[config.mk]
export PLATFORM = sky130hd
export DESIGN_NAME = layered_unit_bitmap_allocator_core
export DESIGN_NICKNAME = d
export VERILOG_FILES = /design/src/design/lubma_pkg.sv /design/src/design/lubma_ram.sv /design/src/design/lubma_ctrl.sv /design/src/design/lubma_dpath.sv /design/src/design/layered_unit_bitmap_allocator_core.sv
export SDC_FILE = /design/constraint.sdc
export NUM_CORES = 1
export LEC_CHECK = 0
export BUFFER_PORTS_ARGS = -buffer_cell sky130_fd_sc_hd__buf_4
export CAP_MARGIN = 20
export CORE_MARGIN = 2
export CORE_UTILIZATION = 23
export DETAILED_ROUTE_END_ITERATION = 8
export SETUP_SLACK_MARGIN = 0.5
export SKIP_CTS_REPAIR_TIMING = 1
export SLEW_MARGIN = 20
export SYNTH_ARGS = -nofsm -noshare
export SYNTH_HDL_FRONTEND = slang
export SYNTH_SLANG_ARGS = --single-unit
[constraint.sdc]
create_clock -name clk -period 6.19 [get_ports clk]
set_clock_uncertainty 0.2 [all_clocks]
set_input_delay 0.619 -clock clk [delete_from_list [all_inputs] [get_ports clk]]
set_output_delay 0.619 -clock clk [all_outputs]
set_load 0.005 [all_outputs]
[src/design/lubma_pkg.sv]
// shared types and constants for the layered unit bitmap allocator
package lubma_pkg;

	localparam int UNITS_DEF  = 32;
	localparam int LAYERS_DEF = 16;

	localparam int OPC_W  = 3;
	localparam int SLOT_W = 4;
	localparam int UNIT_W = 5;
	localparam int MAXU_W = 6;

	localparam int IN_TDATA_W  = 16;
	localparam int OUT_TDATA_W = 8;

	localparam logic [MAXU_W-1:0] MAXU_RST = 6'd32;

	typedef enum logic [OPC_W-1:0] {
		OP_RES_GLOBAL = 3'd0,
		OP_RES_LAYER  = 3'd1,
		OP_REL_GLOBAL = 3'd2,
		OP_REL_LAYER  = 3'd3,
		OP_OFF_LIMITS = 3'd4
	} lubma_op_t;

	typedef enum logic [1:0] {
		ST_IDLE,
		ST_RD,
		ST_EX
	} lubma_state_t;

	typedef struct packed {
		logic capture;
		logic exec;
	} lubma_cmd_t;

endpackage

[src/design/lubma_ram.sv]
// generic single write port ram with registered read
module lubma_ram #(
	parameter int WIDTH = 32,
	parameter int DEPTH = 16
) (
	input  logic                                   clk,
	input  logic                                   we,
	input  logic [(DEPTH > 1 ? $clog2(DEPTH) : 1)-1:0] waddr,
	input  logic [WIDTH-1:0]                       wdata,
	input  logic [(DEPTH > 1 ? $clog2(DEPTH) : 1)-1:0] raddr,
	output logic [WIDTH-1:0]                       rdata
);

	logic [WIDTH-1:0] mem_q [DEPTH];

	always_ff @(posedge clk) begin
		if (we) begin
			mem_q[waddr] <= wdata;
		end
		rdata <= mem_q[raddr];
	end

endmodule

[src/design/lubma_ctrl.sv]
// controller: request sequencing and output beat handshake
module lubma_ctrl (
	input  logic                   clk,
	input  logic                   arst_n,
	input  logic                   s_tvalid,
	output logic                   s_tready,
	output logic                   m_tvalid,
	input  logic                   m_tready,
	output lubma_pkg::lubma_cmd_t  cmd
);

	lubma_pkg::lubma_state_t state_q, state_d;
	logic out_valid_q;
	logic out_free;

	assign out_free = !out_valid_q || m_tready;

	always_comb begin
		state_d = state_q;
		case (state_q)
			lubma_pkg::ST_IDLE: begin
				if (s_tvalid) begin
					state_d = lubma_pkg::ST_RD;
				end
			end
			lubma_pkg::ST_RD: begin
				state_d = lubma_pkg::ST_EX;
			end
			lubma_pkg::ST_EX: begin
				if (out_free) begin
					state_d = lubma_pkg::ST_IDLE;
				end
			end
			default: begin
				state_d = lubma_pkg::ST_IDLE;
			end
		endcase
	end

	always_comb begin
		s_tready    = 1'b0;
		cmd.capture = 1'b0;
		cmd.exec    = 1'b0;
		case (state_q)
			lubma_pkg::ST_IDLE: begin
				s_tready    = 1'b1;
				cmd.capture = s_tvalid;
			end
			lubma_pkg::ST_EX: begin
				cmd.exec = out_free;
			end
			default: begin
			end
		endcase
	end

	always_ff @(posedge clk or negedge arst_n) begin
		if (!arst_n) begin
			state_q     <= lubma_pkg::ST_IDLE;
			out_valid_q <= 1'b0;
		end else begin
			state_q <= state_d;
			if (cmd.exec) begin
				out_valid_q <= 1'b1;
			end else if (m_tready) begin
				out_valid_q <= 1'b0;
			end
		end
	end

	assign m_tvalid = out_valid_q;

	a_accept_reads: assert property (@(posedge clk) disable iff (!arst_n)
		s_tvalid && s_tready |=> state_q == lubma_pkg::ST_RD)
		else $error("accepted beat did not start a map read");

	a_valid_from_exec: assert property (@(posedge clk) disable iff (!arst_n)
		$rose(m_tvalid) |-> $past(state_q == lubma_pkg::ST_EX))
		else $error("result appeared without an execute cycle");

	a_exec_holds: assert property (@(posedge clk) disable iff (!arst_n)
		state_q == lubma_pkg::ST_EX && m_tvalid && !m_tready |=>
			state_q == lubma_pkg::ST_EX && m_tvalid)
		else $error("execute overran a pending result");

endmodule

[src/design/lubma_dpath.sv]
// datapath: global map, layer map ram, holder counts and first-free search
module lubma_dpath #(
	parameter int UNITS  = lubma_pkg::UNITS_DEF,
	parameter int LAYERS = lubma_pkg::LAYERS_DEF
) (
	input  logic                          clk,
	input  logic                          arst_n,
	input  lubma_pkg::lubma_cmd_t         cmd,
	input  logic [lubma_pkg::OPC_W-1:0]   in_opcode,
	input  logic [lubma_pkg::SLOT_W-1:0]  in_slot,
	input  logic [lubma_pkg::UNIT_W-1:0]  in_unit,
	input  logic                          cfg_wen,
	input  logic [lubma_pkg::MAXU_W-1:0]  cfg_wdata,
	output logic                          ok,
	output logic [lubma_pkg::UNIT_W-1:0]  granted_unit
);

	// units above 31 can never be named, so the maps stop there
	localparam int MW = (UNITS < 32) ? UNITS : 32;
	localparam int LW = (LAYERS > 1) ? $clog2(LAYERS) : 1;
	localparam int CW = $clog2(LAYERS + 1);

	logic [lubma_pkg::OPC_W-1:0]  op_q;
	logic [lubma_pkg::SLOT_W-1:0] slot_q;
	logic [lubma_pkg::UNIT_W-1:0] unit_q;
	logic [lubma_pkg::MAXU_W-1:0] max_units_q;
	logic [MW-1:0]                gmap_q;
	logic [CW-1:0]                cnt_q [MW];
	logic [LAYERS-1:0]            row_valid_q;
	logic                         ok_q;
	logic [lubma_pkg::UNIT_W-1:0] granted_q;

	logic [LW-1:0] slot_addr;
	logic          slot_valid;
	logic [MW-1:0] ram_rdata;
	logic [MW-1:0] row;
	logic [MW-1:0] union_map;
	logic [MW-1:0] uhot;
	logic [MW-1:0] lim_mask;
	logic [MW-1:0] taken;
	logic [MW-1:0] free;
	logic [MW-1:0] fhot;
	logic          found;
	logic [lubma_pkg::UNIT_W-1:0] found_idx;

	logic          row_we;
	logic [MW-1:0] row_wdata;
	logic          cnt_inc;
	logic          cnt_dec;
	logic [MW-1:0] gmap_d;
	logic          ok_d;
	logic [lubma_pkg::UNIT_W-1:0] granted_d;

	assign slot_addr  = LW'(slot_q);
	assign slot_valid = {3'b000, slot_q} < 7'(LAYERS);

	lubma_ram #(
		.WIDTH (MW),
		.DEPTH (LAYERS)
	) u_layer_ram (
		.clk   (clk),
		.we    (row_we),
		.waddr (slot_addr),
		.wdata (row_wdata),
		.raddr (slot_addr),
		.rdata (ram_rdata)
	);

	// a row never written since reset reads as empty
	assign row = (slot_valid && row_valid_q[slot_addr]) ? ram_rdata : '0;

	always_comb begin
		for (int i = 0; i < MW; i++) begin
			union_map[i] = cnt_q[i] != '0;
			uhot[i]      = unit_q == lubma_pkg::UNIT_W'(i);
			lim_mask[i]  = lubma_pkg::MAXU_W'(i) < max_units_q;
		end
	end

	assign taken = (op_q == lubma_pkg::OP_RES_LAYER) ? (gmap_q | row) : (gmap_q | union_map);
	assign free  = ~taken & lim_mask;
	assign fhot  = free & (~free + MW'(1));
	assign found = |free;

	always_comb begin
		found_idx = '0;
		for (int i = 0; i < MW; i++) begin
			if (fhot[i]) begin
				found_idx = found_idx | lubma_pkg::UNIT_W'(i);
			end
		end
	end

	always_comb begin
		gmap_d    = gmap_q;
		row_we    = 1'b0;
		row_wdata = row;
		cnt_inc   = 1'b0;
		cnt_dec   = 1'b0;
		ok_d      = 1'b0;
		granted_d = '0;
		case (op_q)
			lubma_pkg::OP_RES_GLOBAL: begin
				if (found) begin
					gmap_d    = gmap_q | fhot;
					ok_d      = 1'b1;
					granted_d = found_idx;
				end
			end
			lubma_pkg::OP_RES_LAYER: begin
				if (slot_valid && found) begin
					row_we    = 1'b1;
					row_wdata = row | fhot;
					cnt_inc   = 1'b1;
					ok_d      = 1'b1;
					granted_d = found_idx;
				end
			end
			lubma_pkg::OP_REL_GLOBAL: begin
				gmap_d = gmap_q & ~uhot;
				ok_d   = 1'b1;
			end
			lubma_pkg::OP_REL_LAYER: begin
				ok_d = 1'b1;
				if (slot_valid && |(row & uhot)) begin
					row_we    = 1'b1;
					row_wdata = row & ~uhot;
					cnt_dec   = 1'b1;
				end
			end
			lubma_pkg::OP_OFF_LIMITS: begin
				if (|uhot && !(|(taken & uhot))) begin
					gmap_d = gmap_q | uhot;
					ok_d   = 1'b1;
				end
			end
			default: begin
			end
		endcase
		if (!cmd.exec) begin
			row_we  = 1'b0;
			cnt_inc = 1'b0;
			cnt_dec = 1'b0;
		end
	end

	always_ff @(posedge clk) begin
		if (cmd.capture) begin
			op_q   <= in_opcode;
			slot_q <= in_slot;
			unit_q <= in_unit;
		end
		if (cmd.exec) begin
			ok_q      <= ok_d;
			granted_q <= granted_d;
		end
	end

	assign ok           = ok_q;
	assign granted_unit = granted_q;

	always_ff @(posedge clk or negedge arst_n) begin
		if (!arst_n) begin
			max_units_q <= lubma_pkg::MAXU_RST;
			gmap_q      <= MW'(1);
			row_valid_q <= '0;
			for (int i = 0; i < MW; i++) begin
				cnt_q[i] <= '0;
			end
		end else begin
			if (cfg_wen) begin
				max_units_q <= cfg_wdata;
			end
			if (cmd.exec) begin
				gmap_q <= gmap_d;
			end
			if (row_we) begin
				row_valid_q[slot_addr] <= 1'b1;
			end
			// number of layers holding each unit, so the union needs no sweep
			for (int i = 0; i < MW; i++) begin
				if (cnt_inc && fhot[i]) begin
					cnt_q[i] <= cnt_q[i] + CW'(1);
				end else if (cnt_dec && uhot[i]) begin
					cnt_q[i] <= cnt_q[i] - CW'(1);
				end
			end
		end
	end

endmodule

[src/design/layered_unit_bitmap_allocator_core.sv]
// an accepted request beat passes the map read state, then the execute state, which waits
// until the result register is free; a new request is taken only in idle, after the registered
// read of the layer map ram and the search-and-update step, even while a result waits
// reset: global map holds unit 0 only, every layer row reads as empty at once through
// per-row valid flags (no clearing pass), holder counts zero, max_units 32
module layered_unit_bitmap_allocator_core #(
	parameter int UNITS  = lubma_pkg::UNITS_DEF,
	parameter int LAYERS = lubma_pkg::LAYERS_DEF
) (
	input  logic                               clk,
	input  logic                               arst_n,
	input  logic                               s_tvalid,
	output logic                               s_tready,
	input  logic [lubma_pkg::IN_TDATA_W-1:0]   s_tdata,  // opcode[2:0], layer_slot[6:3], unit[11:7]
	output logic                               m_tvalid,
	input  logic                               m_tready,
	output logic [lubma_pkg::OUT_TDATA_W-1:0]  m_tdata,  // ok[0], granted_unit[5:1]
	input  logic                               cfg_wen,
	input  logic [lubma_pkg::MAXU_W-1:0]       cfg_wdata // max_units
);

	lubma_pkg::lubma_cmd_t        cmd;
	logic                         ok;
	logic [lubma_pkg::UNIT_W-1:0] granted_unit;

	lubma_ctrl u_ctrl (
		.clk      (clk),
		.arst_n   (arst_n),
		.s_tvalid (s_tvalid),
		.s_tready (s_tready),
		.m_tvalid (m_tvalid),
		.m_tready (m_tready),
		.cmd      (cmd)
	);

	lubma_dpath #(
		.UNITS  (UNITS),
		.LAYERS (LAYERS)
	) u_dpath (
		.clk          (clk),
		.arst_n       (arst_n),
		.cmd          (cmd),
		.in_opcode    (s_tdata[2:0]),
		.in_slot      (s_tdata[6:3]),
		.in_unit      (s_tdata[11:7]),
		.cfg_wen      (cfg_wen),
		.cfg_wdata    (cfg_wdata),
		.ok           (ok),
		.granted_unit (granted_unit)
	);

	assign m_tdata = {2'b00, granted_unit, ok};

endmodule

Word-level counts from Yosys, hierarchy flattened
Memories as Yosys holds them, arrays and structs flattened. A register that Yosys moved wholly into a read port is not among the register bits.
Index checks and enable logic that the tools add are counted.
Storage, ports and cells
  bits in latches: 0
  input port bits: 27
  memories kept: 1
  ROM bits: 0
  output and inout port bits: 10
  RAM bits: 512
  flip-flop bits (word level): 235
  word-level logic and storage cells: 517
Cells by class
  equality and inequality tests: 41
  div/mod/pow operators: 0
  order comparisons: 34
  bitwise gates (word level): 15
  reductions and logical operators: 145
  $mul: 0
  shifts and indexed selects: 0
  $add $sub $neg: 65
  multiplexer cells: 174
Memory list
  u_dpath.u_layer_ram.mem_q: words 16, bits a word 32, rd ports 1, clocked after Yosys merged registers in 1, wr ports 1, RTL line lubma_ram.sv:14  | logic [WIDTH-1:0] mem_q [DEPTH];
Operators with widths (number)
  5-bit 2-to-1 mux: 115
  32-bit 2-to-1 mux: 10
  32-bit bitwise AND: 6
  5-bit by 1-bit adder with 5-bit output (second input constant): 32
  32-bit OR: 5
  5-bit nonzero test: 32
  5-bit by 1-bit subtractor with 5-bit output (second input constant): 32
  32-bit OR reduction: 4
  5-bit by 6-bit < comparator with 1-bit output (first input constant): 16
  32-bit inverter: 3
  32-bit case mux with 3 select lines: 1
  5-bit equality test (second input constant): 16
  1-bit logical AND: 66
  2-bit nonzero test: 33
  32-bit case mux with 2 select lines: 1
  4-bit by 6-bit < comparator with 1-bit output (first input constant): 8
  5-bit by 4-bit equality test with 1-bit output (second input constant): 8
  32-bit by 1-bit adder with 32-bit output (second input constant): 1
  4-bit 2-to-1 mux: 8
  3-bit by 6-bit < comparator with 1-bit output (first input constant): 4
  1-bit 2-to-1 mux: 23
  5-bit by 3-bit equality test with 1-bit output (second input constant): 4
  16-bit OR: 1
  1-bit by 6-bit < comparator with 1-bit output (first input constant): 2
  other kinds (29): 43

Depth between registers and ports, before layout
Gate-level depths: netlist of the first run.
  word-level depth: 44
  gate-level depth with buffers: 19
  gate-level depth less buffers: 15

Cells and area by module
Synthesis of the first run repeated with hierarchy kept, for this count alone.
Second synthesis, totals
  cells, all modules: 2597
  area total of the unflattened synthesis: 36667.7 µm²
By module, submodules not included
  lubma_ram: times used 1, cells each 838, sequential area each 16015.4 µm², area an instance 19835.3 µm²
  lubma_dpath: times used 1, cells each 1743, sequential area each 5898.2 µm², area an instance 16671.0 µm²
  lubma_ctrl: times used 1, cells each 12, sequential area each 75.1 µm², area an instance 135.1 µm²
  layered_unit_bitmap_allocator_core: times used 1, cells each 4, sequential area each 0.0 µm², area an instance 26.3 µm²

Worst setup path before layout of the first run
Ideal clock, no wire load.
  kind: reg-to-reg
  start point: register u_dpath.op_q[2] (netlist name)
  end point: memory u_dpath.u_layer_ram.mem_q[8][0] (enable)
  setup time: 0.503 ns
  cell stages (with the launch flop): 15
  setup slack: -0.416 ns
  path buffers: 5
  arrival time: 5.903 ns
  clock period less this slack: 6.606 ns
  required time: 5.487 ns
  cell sequence: edfxtp_1 -> buf_6 -> nor3b_2 -> buf_2 -> buf_2 -> a21oi_1 -> a211oi_1 -> nand3_1 -> nand4bb_2 -> nor3_2 -> buf_6 -> a31oi_1 -> buf_2 -> nor2_1 -> nor4_1
On the way
  word-level cells in the longest chain between the ends: 11
  elaborated cells between the ends (all ways): 12
  those cells by class: 2 x eq/ne; 7 x mux; 2 x bitwise; 1 x reduce/logical
RTL lines
  start: declaration: RTL line lubma_dpath.sv:23  | logic [lubma_pkg::OPC_W-1:0] op_q;
  start signal: assignment: RTL line lubma_dpath.sv:149  | op_q <= in_opcode;
  3-bit by 1-bit equality test with 1-bit output: RTL line lubma_dpath.sv:80, lubma_dpath.sv:102
  32-bit 2-to-1 mux: RTL line lubma_dpath.sv:80  | assign taken = (op_q == lubma_pkg::OP_RES_LAYER) ? (gmap_q | row) : (gmap_q | union_map);
  32-bit inverter: RTL line lubma_dpath.sv:81  | assign free = ~taken & lim_mask;
  32-bit bitwise AND: RTL line lubma_dpath.sv:81
  32-bit OR reduction: RTL line lubma_dpath.sv:83  | assign found = |free;
  1-bit 2-to-1 mux: RTL line lubma_dpath.sv:111  | if (slot_valid && found) begin
  1-bit 2-to-1 mux: RTL line lubma_dpath.sv:102  | case (op_q)
  1-bit case mux with 2 select lines *: RTL line lubma_dpath.sv:102
  1-bit 2-to-1 mux *: RTL line lubma_dpath.sv:140  | if (!cmd.exec) begin
  1-bit 2-to-1 mux *: RTL line lubma_ram.sv:17  | if (we) begin
  1-bit 2-to-1 mux (implied by the code) *: RTL line lubma_ram.sv:18  | mem_q[waddr] <= wdata;
  end: declaration: RTL line lubma_ram.sv:14
Every way passes the cells marked *; elsewhere a longest branch is shown, timed or not. The select of a mux whose other input is x is not followed.

Worst setup path after layout of the first run
  start point: register u_dpath.op_q[2] (netlist name)
  end point: register u_dpath.cnt_q[39] (netlist name)
On the way
  word-level cells in the longest chain between the ends: 11
  elaborated cells between the ends (all ways): 19
  those cells by class: 1 x add/sub; 2 x eq/ne; 8 x mux; 4 x bitwise; 4 x reduce/logical
RTL lines
  parallel branches: the longest is 11 deep, another holds 32-bit by 1-bit adder with 32-bit output
  end signal: indexed assignment: RTL line lubma_dpath.sv:183  | cnt_q[i] <= cnt_q[i] + CW'(1);
  end signal: indexed assignment: RTL line lubma_dpath.sv:185  | cnt_q[i] <= cnt_q[i] - CW'(1);
  end: declaration: RTL line lubma_dpath.sv:28  | logic [CW-1:0] cnt_q [MW];
Several ways; the timed one is not identified. The select of a mux whose other input is x is not followed.
A chain may end at the register's enable or synchronous reset.

==> results of run 1 <==
flip-flops by register name, indices dropped and copies added, names as in the netlist:
signal and count:
u_ctrl.m_tvalid 1, u_dpath.u_layer_ram.rdata 32, u_dpath.op_q 3, u_dpath.granted_unit 5
u_ctrl.state_q 2, u_dpath.slot_addr 4, u_dpath.unit_q 5, u_dpath.gmap_q 32
u_dpath.row_valid_q 16, u_dpath.max_units_q 6, u_dpath.cnt_q 160, u_dpath.ok 1
u_dpath.u_layer_ram.mem_q 512
final cells by class:
cell class	instances	area, µm²
Fill cell	15940	115400
Multi-Input combinational cell	1603	14310
Timing Repair Buffer	146	1264
Inverter	26	97.59
Tap cell	2072	2592
Clock inverter	33	415.4
Sequential cell	779	21990
Clock buffer	112	2265
layout by cell type (no fill, tap or decap), drive strengths merged, types with 16 or more instances in the layout:
master / Yosys / routed
a211oi: 16 / 16
a21o: 66 / 66
a21oi: 143 / 143
and3: 17 / 17
buf: 38 / 135
clkbuf: 72 / 112
clkinv: 0 / 20
dfrtp: 215 / 215
dfxtp: 32 / 32
edfxtp: 530 / 530
fa: 32 / 32
ha: 96 / 96
inv: 26 / 31
mux2: 101 / 101
mux2i: 31 / 31
mux4: 160 / 160
nand2: 140 / 140
nand3: 43 / 43
nor2: 134 / 134
nor3: 69 / 69
nor4: 18 / 18
o21ai: 126 / 126
o22ai: 28 / 28
or2: 20 / 20
or3: 23 / 23
xnor2: 46 / 46
xor2: 82 / 82
cells by family after synthesis:
family,Yosys count,share of synthesized area [%]
buffers and inverters,136,1.583
adders and majority gates,128,5.023
and+or+nand+nor,552,7.719
DFF,779,59.97
AOI/OAI and AO/OA,501,8.783
xor gates and xnor gates,128,3.057
muxes,292,13.86
other,1,0.01023
final timing paths:
kind / startpoint / end / cells after the start
min in group asynchronous: arst_n / u_dpath.cnt_q[108]$_DFFE_PN0P_ / 2
worst min register to register: u_dpath.cnt_q[14]$_DFFE_PN0P_ / u_dpath.cnt_q[14]$_DFFE_PN0P_ / 1
worst max register to register: u_dpath.op_q[2]$_DFFE_PP_ / u_dpath.cnt_q[39]$_DFFE_PN0P_ / 14
max in group asynchronous: arst_n / u_dpath.cnt_q[0]$_DFFE_PN0P_ / 3
worst max-delay path: u_dpath.op_q[2]$_DFFE_PP_ / u_dpath.cnt_q[39]$_DFFE_PN0P_ / 14
worst min-delay path: cfg_wdata[5] / u_dpath.max_units_q[5]$_DFFE_PN1P_ / 3
where the power goes:
part / total (mW) / internal, mW / leakage (nW) / switching [mW]
Sequential: 6.33 / 6.03 / 7.99 / 0.300
Combinational: 2.49 / 0.945 / 6.62 / 1.54
Clock: 4.96 / 2.84 / 1.30 / 2.12
Total: 13.8 / 9.81 / 15.9 / 3.97
worst min-delay path, cell delays in order:
cell and delay, ns:
sky130_fd_sc_hd__buf_4 0.08, sky130_fd_sc_hd__nand2_1 0.03, sky130_fd_sc_hd__o21ai_0 0.07
metal layers:
layer | global-route usage [%] | vias up | wire [µm] | share of wire, %
met1 | 18.85 | 12050 | 48120 | 46
met2 | 18.73 | 948 | 45500 | 44
met4 | 3.397 | 0 | 2735 | 2.6
met5 | 0 | - | 0 | 0
li1 | - | 10020 | - | -
met3 | 1.990 | 161 | 7882 | 7.6
metrics by stage:
stage               setup slack, ns  cells  cell area, µm²  hold WS (ns)  setup TNS [ns]
floorplan                   -0.4164   2518           36680        0.1234          -39.67
global placement             0.6228   4607           40010        0.2500               0
detailed placement           0.5830   4609           40030        0.2498               0
CTS                          0.5553   4754           42710       -0.2174               0
global route                 0.5051   4771           42930      0.006659               0
finish                       0.7017   4771           42930       0.01906               0
==> summary.txt, run 1 <==
Final layout
  • Ratio of cells with drive above 1 in the final layout: 21.82%
  • Final Util: 27.11%
  • Relative area change from synthesis to final layout: 17.09%
  • Total number of nets in the final design: 2792
  • N_diodes: 0

Critical path
  • Kind of critical path: register to register
  • Reg2reg setup slack: 0.70 ns
  • Critical path arrival: 5.84 ns
  • Critical path buffers and inverters: 1
  • CP Data Required Time: 6.54 ns
  • Critical Path Max Stage Delay: 0.57 ns
  • Category of the worst setup path capture point: register
  • Kind of start point of the critical path: register
  • Family with the most delay on the worst path: compound AO/OA/AOI/OAI gates
  • Worst Path Max Fanout: 24
  • CP cell instances: or3b_4, a2bb2oi_1, o22ai_1, a311oi_2, o221ai_2, nor2_1, buf_4, nand3_1, or2_1, fa_1, a21o_1, a21oi_1, mux2i_1, xor2_1
  • Worst-path cell with the longest stage delay: sky130_fd_sc_hd__a2bb2oi_1

Placed design
  • Total of buffers placed on input and output ports: 30
  • Weighted congestion at the end of routability-driven global placement: 0.9735
  • Estimated wirelength of the detail-placed design: 69.57 mm

GRT
  • Total global routing track utilization: 12.59%
  • Global-route wire length before repair: 154.1 mm
  • Largest net degree at the start of global routing: 136
  • Number of global-route vias before repair: 22440
  • Gr ovfl total: 0
  • Antenna violations before repair: 7

Synthesis
  • Count of flip-flops with a built-in enable after synthesis: 530
  • Top-count cell post-synth: sky130_fd_sc_hd__edfxtp_1
  • Synthesized flop and latch total: 779
  • Cell variety after synth: 96
  • Yosys top cell area share: 43.40%
  • Count of mapped cells out of synthesis: 2517
  • Mean area per synthesized cell: 14.57 µm²
  • Warnings from Yosys: 0
  • Post-synthesis sequential area ratio: 59.97%
  • Leading post-synthesis cells by instance count: 530 x sky130_fd_sc_hd__edfxtp_1, 215 x sky130_fd_sc_hd__dfrtp_1, 160 x sky130_fd_sc_hd__mux4_2
  • Synth Cell Area: 0.03667 mm²
  • Top post-synthesis cells by area: sky130_fd_sc_hd__edfxtp_1 43%, sky130_fd_sc_hd__dfrtp_1 15%, sky130_fd_sc_hd__mux4_2 9.8%
  • Library cell occupying the most area in the post-synthesis netlist: sky130_fd_sc_hd__edfxtp_1
  • Predominant post-synthesis flop cell: sky130_fd_sc_hd__edfxtp_1
  • Proportion of register bits with asynchronous set or reset after synthesis: 27.86%

STA
  • RSZ-0062 raised after global routing: false
  • Period Utilization, post-route: 88.66%
  • Max-slew headroom: 25.25%
  • Final-report setup violation count: 0
  • Final worst path period need: 5.488 ns
  • Final Slew Violations: 0
  • Hold Violations, Final: 0
  • Max Fclk: 182.2 MHz
  • Slew at the pin with the worst max-slew slack: 1.121 ns

Die
  • Count of standard-cell rows: 146
  • Die span in x: 403.3 µm
  • DIE AREA: 0.1626 mm²
  • Die Y: 403.3 µm
  • Initial Util: 23.15%
  • Standard cell core area: 0.1584 mm²
  • Io pins: 37

Drt
  • DRC violation count after routing: 0
  • Via count of the routed design: 23180
  • Post-detailed-route via-to-cell ratio: 4.858
  • Number of nets with antenna violations after routing: 0
  • First DRT Iteration DRCs: 2586
  • Average wire length per cell after detail routing: 21.85 µm
  • Final wirelength: 104.2 mm
  • 1st-pass router iterations: 6

Power and ir drop
  • Leakage power total: 15.91 nW
  • VDD IR max: 0.0001825 V
  • Total power draw: 13.77 mW
  • Power density relative to cell area: 320.8 mW/mm²

Outcome
  • Result of the run: finished, final reports clean

Clock network
  • Clock latency of the later-clocked register in the worst-skew pair: 0.67 ns
  • CTS buffer count: 81
  • Clock Pin Slew Worst Setup and Hold Paths: 0.06 ns
  • TritonCTS Sinks: 779
  • CTS tree: yes
  • Deepest clock path buffer count: 3
  • CTS H-tree lvls: 3
  • Clock Tree Root: sky130_fd_sc_hd__clkbuf_16

Hold path
  • Hold Crit Class: primary input to register

Job
  • Number of maximum-capacitance constraint violations: 0
No activity file was read; power rests on OpenSTA's default activity.
==> run 2, diff against run 1 <==
Settings changed: BUFFER_PORTS_ARGS -buffer_cell sky130_fd_sc_hd__buf_4 to not set, DONT_BUFFER_PORTS set to 1.
==> run 2 against run 1 <==
Power shrank 1.3%. Combinational power fell by 2%. Critical path depth shrank 3. Core utilization is essentially flat. Register-to-register slack better by 0.06 ns. Die area unchanged. The run now ends with hold timing left. Wire length increased by 0.14%.
==> summary.txt, run 2 (synthesized netlist as in run 1, its figures left out) <==
Final layout
  • Relative area change from synthesis to final layout: 16.97%
  • Commonest non-fill, non-tap cell in the layout: sky130_fd_sc_hd__edfxtp_1
  • Layout fillers: 15990 (+0.31%)
  • Final standard cell area without fillers: 0.04289 mm² (-0.10%)
  • Ratio of cells with drive above 1 in the final layout: 21.29% (-0.53 points)
  • Top flop regs: u_dpath.u_layer_ram.mem_q (512), u_dpath.cnt_q (160)
  • Commonest non-fill, non-tap cells in the layout: 530 x sky130_fd_sc_hd__edfxtp_1, 215 x sky130_fd_sc_hd__dfrtp_1, 160 x sky130_fd_sc_hd__mux4_2
  • Post-route non-filler standard cell count: 4773 (+0.042%)
  • N_diodes: 0 (unchanged)
  • Register name with the most flops: u_dpath.u_layer_ram.mem_q
  • Flip-flop count of the largest register after layout: 512 (unchanged)
  • Total number of nets in the final design: 2787 (-0.18%)

STA
  • Final-report setup violation count: 0 (unchanged)
  • Worst path setup slack after routing: 0.7618 ns (+0.06005 ns)
  • RSZ-0062 raised after global routing: false
  • Max Fclk: 184.2 MHz (+1.1%)
  • Final TNS setup: 0 ns (unchanged)
  • Hold Violations, Final: 217 (+217)
  • Hold Worst Slack: -0.5259 ns (-0.5449 ns)
  • Final worst path period need: 5.428 ns (-0.06005 ns)
  • Max-slew headroom: 20.22% (-5.0 points)
  • Period Utilization, post-route: 87.69% (-0.97 points)
  • Slew at the pin with the worst max-slew slack: 1.197 ns (+0.07548 ns)
  • Final Slew Violations: 0 (unchanged)

Drt
  • Uppermost signal routing layer after detailed routing: met5
  • 1st-pass router iterations: 5 (-1)
  • Post-detailed-route via-to-cell ratio: 4.819 (-0.81%)
  • First DRT Iteration DRCs: 2237 (-13%)
  • Number of nets with antenna violations after routing: 0 (unchanged)
  • DRC violation count after routing: 0 (unchanged)
  • Average wire length per cell after detail routing: 21.87 µm (about the same)
  • Wire length on met2: 45.44 mm (-0.14%)
  • Wire length on met1: 45.64 mm (-5.2%)
  • Routed length on met3: 9.155 mm (+16%)
  • Via count of the routed design: 23000 (-0.77%)
  • Final wirelength: 104.4 mm (+0.14%)

Power and ir drop
  • VDD IR max: 0.0002169 V (+19%)
  • Power density relative to cell area: 317.1 mW/mm² (-1.2%)
  • Total power draw: 13.60 mW (-1.3%)
  • Leakage power total: 15.88 nW (-0.18%)

Die
  • Count of standard-cell rows: 146 (unchanged)
  • Io pins: 37 (unchanged)
  • Standard cell core area: 0.1584 mm² (unchanged)
  • DIE AREA: 0.1626 mm² (unchanged)
  • Initial Util: 23.15% (unchanged)
  • Die Y: 403.3 µm (unchanged)
  • Die span in x: 403.3 µm (unchanged)

Critical path
  • Kind of start point of the critical path: register
  • Worst-path cell with the longest stage delay: sky130_fd_sc_hd__nor4_1
  • Critical Path Max Stage Delay: 0.91 ns (+0.34 ns)
  • Start point of the critical path: u_dpath.op_q[2]$_DFFE_PP_
  • Kind of critical path: register to register
  • CP Data Required Time: 6.56 ns (+0.02 ns)
  • CP cell instances: or3b_4, or4_4, a21boi_0, o22ai_1, nor4_1, nand2_1, fa_1, a21o_1, a21oi_1, mux2i_1, xor2_1
  • Reg2Reg Launch Point: u_dpath.op_q[2]$_DFFE_PP_
  • Category of the worst setup path capture point: register
  • Worst Path Max Fanout: 11 (-54%)
  • Critical path arrival: 5.79 ns (-0.05 ns)

Placed design
  • Worst slack at placement: 0.6662 ns (+0.08310 ns)
  • Placement-stage cell area: 0.03996 mm² (-0.16%)
  • Estimated wirelength of the detail-placed design: 69.25 mm (-0.45%)
  • Total of buffers placed on input and output ports: 0 (-100%)
  • Weighted congestion at the end of routability-driven global placement: 0.9946 (+2.2%)
  • Number of cells in the design after placement: 4593 (-0.35%)

Clock network
  • CTS H-tree lvls: 3 (unchanged)
  • Deepest clock path buffer count: 3 (unchanged)
  • TritonCTS Sinks: 779 (unchanged)
  • CTS buffer count: 82 (+1.2%)
  • Clock Pin Slew Worst Setup and Hold Paths: 0.06 ns (about the same)
  • CTS tree: yes
  • Clock Tree Root: sky130_fd_sc_hd__clkbuf_16
  • Clock latency of the later-clocked register in the worst-skew pair: 0.67 ns (about the same)

GRT
  • Number of global-route vias before repair: 22510 (+0.33%)
  • Largest net degree at the start of global routing: 218 (+60%)
  • Total global routing track utilization: 12.60% (about the same)
  • Gr ovfl total: 0 (unchanged)
  • Global-route wire length before repair: 153.8 mm (-0.18%)
  • Antenna violations before repair: 10 (+3)

Job
  • Number of maximum-capacitance constraint violations: 0 (unchanged)

Outcome
  • Result of the run: finished, violations left
  • Violations in the final reports: hold timing

Hold path
  • Hold Crit Class: primary input to asynchronous set/reset pin
==> run 2: final timing paths <==
path	end	depth (start not counted)	slack, ns
setup reg to reg	u_dpath.cnt_q[129]$_DFFE_PN0P_	11	0.76
max in group asynchronous	u_dpath.cnt_q[1]$_DFFE_PN0P_	0	5.86
min in group clk	u_dpath.row_valid_q[6]$_DFFE_PN0P_	2	0.26
setup / recovery	u_dpath.cnt_q[129]$_DFFE_PN0P_	11	0.76
hold reg to reg	u_dpath.row_valid_q[6]$_DFFE_PN0P_	2	0.26
hold / removal	u_dpath.cnt_q[105]$_DFFE_PN0P_	0	-0.53
==> run 2: power by group <==
part / total [mW] / internal, mW / switching [mW] / leakage (nW)
sequential: 6.32 / 6.02 / 0.294 / 7.99
clock: 4.85 / 2.72 / 2.14 / 1.31
combinational: 2.43 / 0.932 / 1.50 / 6.58
total: 13.6 / 9.67 / 3.93 / 15.9
==> run 2: metal layers <==
metal / vias to the layer above / GRT usage [%]
li1: 10030 / -
met1: 11760 / 17.51
met2: 968 / 18.67
met3: 232 / 3.256
met4: 8 / 4.967
met5: - / 0
==> run 2: worst max-delay path, delay by kind of cell (launching register included) <==
family / cells / cell delay, ns
AND/OR/NAND/NOR: 4 / 2.58
AO/OA/AOI/OAI: 4 / 1.10
flip-flops: 1 / 0.53
adder cells (fa/ha/maj): 1 / 0.51
multiplexers: 1 / 0.23
XOR/XNOR: 1 / 0.16
==> run 2: stage by stage <==
stage / utilization (%) / hold slack (ns)
2_1_floorplan: - / 0.1234
3_3_place_gp: 25.22 / 0.1337
3_5_place_dp: 25.23 / 0.1340
4_1_cts: 26.90 / -0.5766
5_1_grt: 27.08 / -0.5494
6_report: 27.08 / -0.5259
==> run 2: layout make-up <==
class	count	area, µm²	area share, %
multi-input cells	1603	14290	33.31
clock inverters	49	409.1	0.9539
repair buffers	140	1280	2.984
inverters	26	97.59	0.2275
clock buffers	104	2237	5.216
flip-flops and latches	779	21990	51.27
well taps	2072	2592	6.045
